`src/hdl/fbpm_pkg.sv`:
```
// shared types, widths and codes for the fixed block pool manager
package fbpm_pkg;

  localparam int POOL_DEPTH_DEF = 256;

  localparam int SLOT_W    = 8;
  localparam int TAG_W     = 16;
  localparam int REQ_W     = 2;
  localparam int STAT_W    = 3;
  localparam int CNT_OUT_W = 9;
  localparam int CTR_W     = 32;
  localparam int MAXB_W    = 9;

  localparam int CFG_IDX_W  = 1;
  localparam int CFG_DATA_W = 16;

  localparam int IN_TDATA_W  = 24;
  localparam int IN_TUSER_W  = 2;
  localparam int OUT_TDATA_W = 128;

  localparam logic [CFG_IDX_W-1:0] CFG_MAX_BUFFERS = 1'b0;
  localparam logic [CFG_IDX_W-1:0] CFG_POOL_TAG    = 1'b1;

  typedef enum logic [REQ_W-1:0] {
    REQ_ALLOC = 2'd0,
    REQ_FREE  = 2'd1,
    REQ_PURGE = 2'd2
  } req_t;

  typedef enum logic [STAT_W-1:0] {
    ST_OK       = 3'd0,
    ST_LIMIT    = 3'd1,
    ST_CAPACITY = 3'd2,
    ST_OWNER    = 3'd3,
    ST_FULL     = 3'd4
  } stat_t;

  typedef enum logic [2:0] {
    FSM_INIT,
    FSM_IDLE,
    FSM_EXEC,
    FSM_PURGE,
    FSM_PURGE_WAIT,
    FSM_FINISH
  } fsm_t;

  typedef struct packed {
    logic init_wr;
    logic latch;
    logic decide;
    logic purge_step;
    logic report;
  } dp_cmd_t;

  typedef struct packed {
    logic init_last;
    logic is_purge;
    logic idle_empty;
    logic out_free;
  } dp_stat_t;

endpackage

```
`src/hdl/fixed_block_pool_manager.sv`:
```
// top level of the fixed block pool manager
// allocate, free, unused codes: decided and reported in EXEC; purge: a PURGE and a PURGE_WAIT
// step per idle slot, reported from FINISH (from EXEC if none). EXEC and FINISH wait while an
// untaken result is held in the output register; the next request is accepted meanwhile
// reset (rst_n low, synchronous) zeroes counters, idle and owned depths; then a fill pass
// writes every slot index to the spare stack (depth POOL_DEPTH) before any request is taken
module fixed_block_pool_manager #(
  parameter int POOL_DEPTH = fbpm_pkg::POOL_DEPTH_DEF
) (
  input  logic                                 clk,
  input  logic                                 rst_n,
  // tdata: slot_index [7:0], owner_tag [23:8]
  input  logic [fbpm_pkg::IN_TDATA_W-1:0]      in_tdata,
  // tuser: req_type [1:0]
  input  logic [fbpm_pkg::IN_TUSER_W-1:0]      in_tuser,
  input  logic                                 in_tvalid,
  output logic                                 in_tready,
  // tdata: status [2:0], granted_index [10:3], purged_any [11], owned_count [20:12],
  //        idle_count [29:21], request_total [61:30], limit_hits [93:62],
  //        capacity_misses [125:94], zero fill [127:126]
  output logic [fbpm_pkg::OUT_TDATA_W-1:0]     out_tdata,
  output logic                                 out_tvalid,
  input  logic                                 out_tready,
  input  logic                                 cfg_we,
  input  logic [fbpm_pkg::CFG_IDX_W-1:0]       cfg_addr,
  input  logic [fbpm_pkg::CFG_DATA_W-1:0]      cfg_wdata
);
  import fbpm_pkg::*;

  dp_cmd_t  cmd;
  dp_stat_t stat;

  stat_t              res_status;
  logic [SLOT_W-1:0]    res_granted;
  logic                 res_purged;
  logic [CNT_OUT_W-1:0] res_owned;
  logic [CNT_OUT_W-1:0] res_idle;
  logic [CTR_W-1:0]     res_req_total;
  logic [CTR_W-1:0]     res_limit_hits;
  logic [CTR_W-1:0]     res_cap_misses;

  // sequencer: one request at a time, purge loops over the idle stack
  fbpm_ctrl u_ctrl (
    .clk       (clk),
    .rst_n     (rst_n),
    .in_tvalid (in_tvalid),
    .in_tready (in_tready),
    .stat      (stat),
    .cmd       (cmd)
  );

  // stacks live in memories, depths and counters in flops
  fbpm_dp #(
    .POOL_DEPTH (POOL_DEPTH)
  ) u_dp (
    .clk                 (clk),
    .rst_n               (rst_n),
    .cmd                 (cmd),
    .stat                (stat),
    .cfg_we              (cfg_we),
    .cfg_addr            (cfg_addr),
    .cfg_wdata           (cfg_wdata),
    .in_req_type         (in_tuser[REQ_W-1:0]),
    .in_slot_index       (in_tdata[SLOT_W-1:0]),
    .in_owner_tag        (in_tdata[SLOT_W +: TAG_W]),
    .out_valid           (out_tvalid),
    .out_tready          (out_tready),
    .out_status          (res_status),
    .out_granted_index   (res_granted),
    .out_purged_any      (res_purged),
    .out_owned_count     (res_owned),
    .out_idle_count      (res_idle),
    .out_request_total   (res_req_total),
    .out_limit_hits      (res_limit_hits),
    .out_capacity_misses (res_cap_misses)
  );

  // pack result fields, lowest field first
  assign out_tdata = {2'b00, res_cap_misses, res_limit_hits, res_req_total,
                      res_idle, res_owned, res_purged, res_granted, res_status};

endmodule

```
`src/hdl/fbpm_ctrl.sv`:
```
// request sequencer for the fixed block pool manager
module fbpm_ctrl (
  input  logic               clk,
  input  logic               rst_n,
  input  logic               in_tvalid,
  output logic               in_tready,
  input  fbpm_pkg::dp_stat_t stat,
  output fbpm_pkg::dp_cmd_t  cmd
);
  import fbpm_pkg::*;

  fsm_t state_r, state_nxt;

  always_ff @(posedge clk) begin
    if (!rst_n) begin
      state_r <= FSM_INIT;
    end else begin
      state_r <= state_nxt;
    end
  end

  always_comb begin
    state_nxt = state_r;
    cmd       = '0;
    in_tready = 1'b0;
    case (state_r)
      FSM_INIT: begin
        cmd.init_wr = 1'b1;
        if (stat.init_last) begin
          state_nxt = FSM_IDLE;
        end
      end
      FSM_IDLE: begin
        in_tready = 1'b1;
        if (in_tvalid) begin
          cmd.latch = 1'b1;
          state_nxt = FSM_EXEC;
        end
      end
      FSM_EXEC: begin
        if (stat.is_purge && !stat.idle_empty) begin
          state_nxt = FSM_PURGE;
        end else if (stat.out_free) begin
          cmd.decide = 1'b1;
          cmd.report = 1'b1;
          state_nxt  = FSM_IDLE;
        end
      end
      FSM_PURGE: begin
        if (stat.idle_empty) begin
          state_nxt = FSM_FINISH;
        end else begin
          cmd.purge_step = 1'b1;
          state_nxt      = FSM_PURGE_WAIT;
        end
      end
      FSM_PURGE_WAIT: begin
        // top of the idle stack moved, let the read register catch up
        state_nxt = FSM_PURGE;
      end
      FSM_FINISH: begin
        if (stat.out_free) begin
          cmd.report = 1'b1;
          state_nxt  = FSM_IDLE;
        end
      end
      default: begin
        state_nxt = FSM_INIT;
      end
    endcase
  end

endmodule

```
`src/hdl/fbpm_dp.sv`:
```
// stacks, counters and result register of the fixed block pool manager
module fbpm_dp #(
  parameter int POOL_DEPTH = fbpm_pkg::POOL_DEPTH_DEF
) (
  input  logic                                  clk,
  input  logic                                  rst_n,
  input  fbpm_pkg::dp_cmd_t                     cmd,
  output fbpm_pkg::dp_stat_t                    stat,
  input  logic                                  cfg_we,
  input  logic [fbpm_pkg::CFG_IDX_W-1:0]        cfg_addr,
  input  logic [fbpm_pkg::CFG_DATA_W-1:0]       cfg_wdata,
  input  logic [fbpm_pkg::REQ_W-1:0]            in_req_type,
  input  logic [fbpm_pkg::SLOT_W-1:0]           in_slot_index,
  input  logic [fbpm_pkg::TAG_W-1:0]            in_owner_tag,
  output logic                                  out_valid,
  input  logic                                  out_tready,
  output fbpm_pkg::stat_t                       out_status,
  output logic [fbpm_pkg::SLOT_W-1:0]           out_granted_index,
  output logic                                  out_purged_any,
  output logic [fbpm_pkg::CNT_OUT_W-1:0]        out_owned_count,
  output logic [fbpm_pkg::CNT_OUT_W-1:0]        out_idle_count,
  output logic [fbpm_pkg::CTR_W-1:0]            out_request_total,
  output logic [fbpm_pkg::CTR_W-1:0]            out_limit_hits,
  output logic [fbpm_pkg::CTR_W-1:0]            out_capacity_misses
);
  import fbpm_pkg::*;

  localparam int AW    = $clog2(POOL_DEPTH);
  localparam int CNT_W = $clog2(POOL_DEPTH + 1);
  localparam int CMP_W = (CNT_W > MAXB_W) ? CNT_W : MAXB_W;
  localparam int LAST  = POOL_DEPTH - 1;

  logic [SLOT_W-1:0] spare_mem [POOL_DEPTH];
  logic [SLOT_W-1:0] idle_mem  [POOL_DEPTH];

  logic [AW-1:0]     init_cnt_r;
  logic [CNT_W-1:0]  spare_r, spare_nxt;
  logic [CNT_W-1:0]  idle_r, idle_nxt;
  logic [CNT_W-1:0]  owned_r, owned_nxt;
  logic [CTR_W-1:0]  req_cnt_r, req_cnt_nxt;
  logic [CTR_W-1:0]  lim_cnt_r, lim_cnt_nxt;
  logic [CTR_W-1:0]  cap_cnt_r, cap_cnt_nxt;
  logic              purged_r, purged_nxt;
  logic              out_valid_r;
  logic [MAXB_W-1:0] max_buf_r;
  logic [TAG_W-1:0]  pool_tag_r;

  logic [REQ_W-1:0]  req_r;
  logic [SLOT_W-1:0] slot_r;
  logic [TAG_W-1:0]  tag_r;

  logic [SLOT_W-1:0] idle_rdata_r, spare_rdata_r;
  logic [CNT_W-1:0]  idle_top, spare_top;

  stat_t             status_nxt;
  logic [SLOT_W-1:0] granted_nxt;
  logic              idle_we;
  logic              spare_we;
  logic [AW-1:0]     spare_waddr;
  logic [SLOT_W-1:0] spare_wdata;

  assign idle_top  = idle_r - CNT_W'(1);
  assign spare_top = spare_r - CNT_W'(1);

  // config registers
  always_ff @(posedge clk) begin
    if (!rst_n) begin
      max_buf_r  <= '0;
      pool_tag_r <= '0;
    end else if (cfg_we) begin
      case (cfg_addr)
        CFG_MAX_BUFFERS: max_buf_r  <= cfg_wdata[MAXB_W-1:0];
        CFG_POOL_TAG:    pool_tag_r <= cfg_wdata;
        default: ;
      endcase
    end
  end

  always_ff @(posedge clk) begin
    if (cmd.latch) begin
      req_r  <= in_req_type;
      slot_r <= in_slot_index;
      tag_r  <= in_owner_tag;
    end
  end

  // memories: top of each stack is read every cycle
  always_ff @(posedge clk) begin
    if (idle_we) begin
      idle_mem[idle_r[AW-1:0]] <= slot_r;
    end
    idle_rdata_r <= idle_mem[idle_top[AW-1:0]];
  end

  always_ff @(posedge clk) begin
    if (spare_we) begin
      spare_mem[spare_waddr] <= spare_wdata;
    end
    spare_rdata_r <= spare_mem[spare_top[AW-1:0]];
  end

  always_comb begin
    spare_we    = cmd.init_wr | cmd.purge_step;
    spare_waddr = cmd.init_wr ? init_cnt_r : spare_r[AW-1:0];
    spare_wdata = cmd.init_wr ? SLOT_W'(init_cnt_r) : idle_rdata_r;
  end

  always_comb begin
    spare_nxt   = spare_r;
    idle_nxt    = idle_r;
    owned_nxt   = owned_r;
    req_cnt_nxt = req_cnt_r;
    lim_cnt_nxt = lim_cnt_r;
    cap_cnt_nxt = cap_cnt_r;
    purged_nxt  = purged_r;
    status_nxt  = ST_OK;
    granted_nxt = '0;
    idle_we     = 1'b0;

    if (cmd.latch) begin
      purged_nxt = 1'b0;
    end

    if (cmd.decide) begin
      case (req_r)
        REQ_ALLOC: begin
          req_cnt_nxt = req_cnt_r + CTR_W'(1);
          if (idle_r != '0) begin
            idle_nxt    = idle_top;
            granted_nxt = idle_rdata_r;
          end else if (max_buf_r != '0 && CMP_W'(owned_r) >= CMP_W'(max_buf_r)) begin
            lim_cnt_nxt = lim_cnt_r + CTR_W'(1);
            status_nxt  = ST_LIMIT;
          end else if (spare_r == '0) begin
            cap_cnt_nxt = cap_cnt_r + CTR_W'(1);
            status_nxt  = ST_CAPACITY;
          end else begin
            spare_nxt   = spare_top;
            granted_nxt = spare_rdata_r;
            owned_nxt   = owned_r + CNT_W'(1);
          end
        end
        REQ_FREE: begin
          if (tag_r != pool_tag_r) begin
            status_nxt = ST_OWNER;
          end else if (idle_r >= owned_r) begin
            status_nxt = ST_FULL;
          end else begin
            idle_we  = 1'b1;
            idle_nxt = idle_r + CNT_W'(1);
          end
        end
        default: ;
      endcase
    end

    if (cmd.purge_step) begin
      idle_nxt   = idle_top;
      spare_nxt  = spare_r + CNT_W'(1);
      owned_nxt  = owned_r - CNT_W'(1);
      purged_nxt = 1'b1;
    end
  end

  always_ff @(posedge clk) begin
    if (!rst_n) begin
      init_cnt_r  <= '0;
      spare_r     <= CNT_W'(POOL_DEPTH);
      idle_r      <= '0;
      owned_r     <= '0;
      req_cnt_r   <= '0;
      lim_cnt_r   <= '0;
      cap_cnt_r   <= '0;
      purged_r    <= 1'b0;
      out_valid_r <= 1'b0;
    end else begin
      if (cmd.init_wr) begin
        init_cnt_r <= init_cnt_r + AW'(1);
      end
      spare_r   <= spare_nxt;
      idle_r    <= idle_nxt;
      owned_r   <= owned_nxt;
      req_cnt_r <= req_cnt_nxt;
      lim_cnt_r <= lim_cnt_nxt;
      cap_cnt_r <= cap_cnt_nxt;
      purged_r  <= purged_nxt;
      if (cmd.report) begin
        out_valid_r <= 1'b1;
      end else if (out_tready) begin
        out_valid_r <= 1'b0;
      end
    end
  end

  // result register
  always_ff @(posedge clk) begin
    if (cmd.report) begin
      out_status          <= status_nxt;
      out_granted_index   <= granted_nxt;
      out_purged_any      <= purged_nxt;
      out_owned_count     <= CNT_OUT_W'(owned_nxt);
      out_idle_count      <= CNT_OUT_W'(idle_nxt);
      out_request_total   <= req_cnt_nxt;
      out_limit_hits      <= lim_cnt_nxt;
      out_capacity_misses <= cap_cnt_nxt;
    end
  end

  assign out_valid = out_valid_r;

  always_comb begin
    stat.init_last  = (init_cnt_r == AW'(LAST));
    stat.is_purge   = (req_r == REQ_PURGE);
    stat.idle_empty = (idle_r == '0);
    stat.out_free   = !out_valid_r || out_tready;
  end

endmodule

```
`config.mk`:
```
export PLATFORM = sky130hd
export DESIGN_NAME = fixed_block_pool_manager
export DESIGN_NICKNAME = d
export VERILOG_FILES = /design/src/hdl/fbpm_pkg.sv /design/src/hdl/fixed_block_pool_manager.sv /design/src/hdl/fbpm_ctrl.sv /design/src/hdl/fbpm_dp.sv
export SDC_FILE = /design/constraint.sdc
export NUM_CORES = 2
export LEC_CHECK = 0
export ABC_CLOCK_PERIOD_IN_PS = 17400
export CORE_AREA = 2 2 556 697
export DETAILED_ROUTE_END_ITERATION = 8
export DIE_AREA = 0 0 558 699
export DONT_BUFFER_PORTS = 1
export PLACE_DENSITY_LB_ADDON = 0.2
export RECOVER_POWER = 25
export SLEW_MARGIN = 15
export SYNTH_ARGS = -nofsm -noshare
export SYNTH_HDL_FRONTEND = slang
export SYNTH_SLANG_ARGS = --single-unit
```
`constraint.sdc`:
```
create_clock -name clk -period 17.4 [get_ports clk]
set_input_delay 2.61 -clock clk [delete_from_list [all_inputs] [get_ports clk]]
set_output_delay 2.61 -clock clk [all_outputs]
set_load 0.03 [all_outputs]
```
==> flow_summary.yaml <==
floorplanning:
  die-area_um2: 390000
  start_util_pct: 44.78
  ioPinCount: 178
  rows: 255
  core-area_um2: 383800
  die-width_um: 558
  die_h_um: 699
yosys:
  post_synth.cell_area_avg_um2: 21.49
  synth-async-reset-ratio_pct: 0
  netlist_area_um2: 171900
  synthSimpleGateAreaFrac_pct: 3.423
  synthXorXnorAreaFrac_pct: 0.6930
  yosysTopAreaCell: "edfxtp_1"
  ys_seq_area_share_pct: 76.27
  ys_warn_count: 0
  synth_top_family_by_area: "multiplexers"
  yosys_most_used_dff: "edfxtp_1"
  ys_ff_latch: 4425
  synth-compound-area-share_pct: 1.336
  syn_inst: 7999
  muxShareOfSynthArea_pct: 16.95
  netlist_top_cells_area: "edfxtp_1, mux4_2, dfxtp_1, nor2_1, clkbuf_1"
  synth_edf_count: 4248
  yosysUniqueCellTypes: 79
  yosys.area_share.adder_pct: 0.2256
  synth_top_area_share_pct: 74.21
detailed_routing:
  wl_per_cell_um: 31.78
  vias: 81370
  drt-initial-drc-count: 9437
  ant_nets: 0
  first_pass_iters: 6
  drc: 0
  viasPerCell: 5.968
  finalWirelength_um: 433300
worst_setup_path:
  worst-path-buf-inv: 2
  end_kind: "flop"
  reg2reg_depth: 2
  critical_path_class: "reg -> reg"
  crit_slowest_cell: "clkbuf_1"
  required_ps: 17600
  worstPathCellList: "clkbuf_1 -> clkbuf_1"
  cp_top_family: "buffers and inverters"
  path_max_fanout: 175
  cpMostUsedCell: "clkbuf_1"
  reg2reg_to: "u_dp.idle_mem[110][1]"
  slowest_delay_ps: 6410
  critPathLaunchType: "flop"
  crit_arrival_ps: 10890
  worstReg2RegStart: "u_dp.slot_r[1]"
  reg2reg_slack_ps: 6710
finish:
  drive_gt1_share_pct: 24.58
  nFillCells: 30390
  finalNetCount: 8199
  mostFrequentLayoutCells: "edfxtp_1, mux4_2, nor2_1"
  layout_commonest_cell: "edfxtp_1"
  synthToLayoutAreaGrowth_pct: 11.79
global_routing:
  grt_pass1_vias: 82920
  overflow: 0
  antenna_found_initial: 19
  grt_max_degree: 257
  grt_pass1_wl_um: 619000
  grt_util_all_layers_pct: 22.06
power:
  seqPwrFrac_pct: 51.4
  finalPower_mw: 22.66
  max-vdd-ir-drop_mv: 0.1229
  p_sw_share_pct: 22.60
  p_int_mw: 17.54
  power.switching_mw: 5.121
  pwr-share-clk_pct: 41.3
  power.leakage_nw: 57.57
  power_density_nw_per_um2: 117.9
  comb_power_share_pct: 7.4
sta:
  setup-tns-final_ps: 0
  finalMaxSlewViolations: 2357
  hold_viol_final: 0
  period_needed_ps: 10690
  tightest_slew_ps: 9312
  finClkSkew_ps: 52.02
  max_freq_mhz: 93.54
  rsz0062_at_grt: "no"
  setup_viol_count_final: 0
  fin_crit_sh_pct: 61.44
  relSlewSlack_pct: -520.8
cts:
  htree_levels: 5
  path_clk_slew_ps: 60
  clock_latency_ps: 980
  cts_tree: "yes"
  cts_root_buf: "clkbuf_16"
  cts_buffers: 431
  cts_resized: 0
  cts_buffer_depth: 4
  clkSinkCount: 4425
  postCtsSetupBuffers: 0
  hold_buffers: 0
placement:
  gp_congestion: 0.8604
  dp_hpwl_um: 261100
  portBuffers: 0
run_status:
  status: "finished, violations left"
  violations: "capacitance limit, slew limit"
hold_path:
  hp-class: "reg -> reg"
  holdPathStages: 2
  min_from: "u_dp.pool_tag_r[14]"
  holdPathEnd: "u_dp.pool_tag_r[14]"
job:
  drv_cap: 27
==> metrics by stage <==
step | hold WS, ps | worst slack (ps) | utilization (%) | instance area, um2 | instances
4_1_cts | 466.5 | 10180 | 50.09 | 192300 | 13630
3_3_place_gp | 454.8 | 10150 | 46.42 | 178200 | 12820
3_5_place_dp | 458.7 | 10160 | 46.43 | 178200 | 12820
6_report | 468.4 | 6709 | 50.07 | 192200 | 13630
5_1_grt | 486.4 | 5813 | 50.06 | 192200 | 13630
2_1_floorplan | 436.3 | 8814 | - | 171900 | 8000
==> power groups by stage <==
stage | sequential [mW] | clock [mW] | combinational [mW]
2_1_floorplan | 11.8 | 0 | 0.996
3_3_place_gp | 11.9 | 0 | 1.67
3_5_place_dp | 11.9 | 0 | 1.67
4_1_cts | 11.6 | 9.50 | 1.68
5_1_grt | 11.6 | 9.89 | 1.72
6_report | 11.6 | 9.35 | 1.67
==> how the worst max path moves through the flow <==
stage                    start                          end  slack, ps  cells past startpoint
2_1_floorplan       out_tready  u_dp.out_capacity_misses[0]       8810                      2
3_3_place_gp   u_dp.spare_r[0]        u_dp.spare_rdata_r[0]      10150                     11
3_5_place_dp   u_dp.spare_r[0]        u_dp.spare_rdata_r[0]      10160                     11
4_1_cts        u_dp.spare_r[0]        u_dp.spare_rdata_r[0]      10180                     11
5_1_grt         u_dp.slot_r[1]        u_dp.idle_mem[110][1]       5810                      2
6_report        u_dp.slot_r[1]        u_dp.idle_mem[110][1]       6710                      2
==> area by class of cell <==
cell class	instances	area, um2	area share [%]
Antenna cell	6	15.01	0.007813
Clock buffer	547	11380	5.922
Clock inverter	254	2683	1.396
Inverter	29	108.9	0.05665
Multi-Input combinational cell	3086	39210	20.41
Sequential cell	4425	131100	68.23
Tap cell	5140	6431	3.347
Timing Repair Buffer	147	1219	0.6342
==> synthesized netlist by cell type, types with 6 or more instances <==
cell type  number
buf_1         116
or2_2           7
and4_1          7
a21oi_1        47
clkbuf_1      322
xor2_1         71
a21o_1          7
inv_1          28
nor4_1         18
nor2_1        584
nor3_1         28
nand3b_1       14
nand3_1       157
or3_1          11
a22oi_1        88
mux4_2       1280
nand2b_1       25
o21ai_0        25
and3_1         28
o31ai_1         8
a221oi_1       18
edfxtp_1     4248
and2_1         91
buf_2          17
a32oi_1         6
dfxtp_1       177
o211ai_1        9
o21a_1          9
nand2_1       252
xnor2_1        65
o221ai_1        8
nor2b_1         9
a211oi_1       18
a31oi_1        14
ha_1           31
mux2i_1        28
a22o_1         24
nand4_1        35
==> registers in the layout (all words and copies together), names as in the netlist, 32 cells and up <==
register / count
u_dp.out_request_total: 32
u_dp.out_capacity_misses: 32
u_dp.idle_mem: 2048
u_dp.lim_cnt_r: 32
u_dp.spare_mem: 2048
u_dp.out_limit_hits: 32
u_dp.cap_cnt_r: 32
u_dp.req_cnt_r: 32
==> tightest hold or removal path, cell delays in order, from the launching register on <==
cell	delay, ps
dfxtp_1	320
nand2_1	50
a21oi_1	50
==> logic make-up (layout without fill, tap and decap cells) <==
family                   Yosys count  count (layout)
adder cells (fa/ha/maj)           31              31
other                              1               8
multiplexers                    1311            1311
XOR/XNOR                         136             136
buffers and inverters            489             977
AND/OR/NAND/NOR                 1291            1291
flip-flops                      4425            4425
AO/OA/AOI/OAI                    315             315
==> layer usage <==
layer  wire [um]  global-route usage [%]  vias to the layer above
met5         216                  0.1117                        -
met2      222900                   37.73                     3025
met1      166000                   28.70                    44060
met4       15650                   7.252                       22
li1            -                       -                    33580
met3       28440                   3.670                      684
No activity file was read; power rests on OpenSTA's default activity.
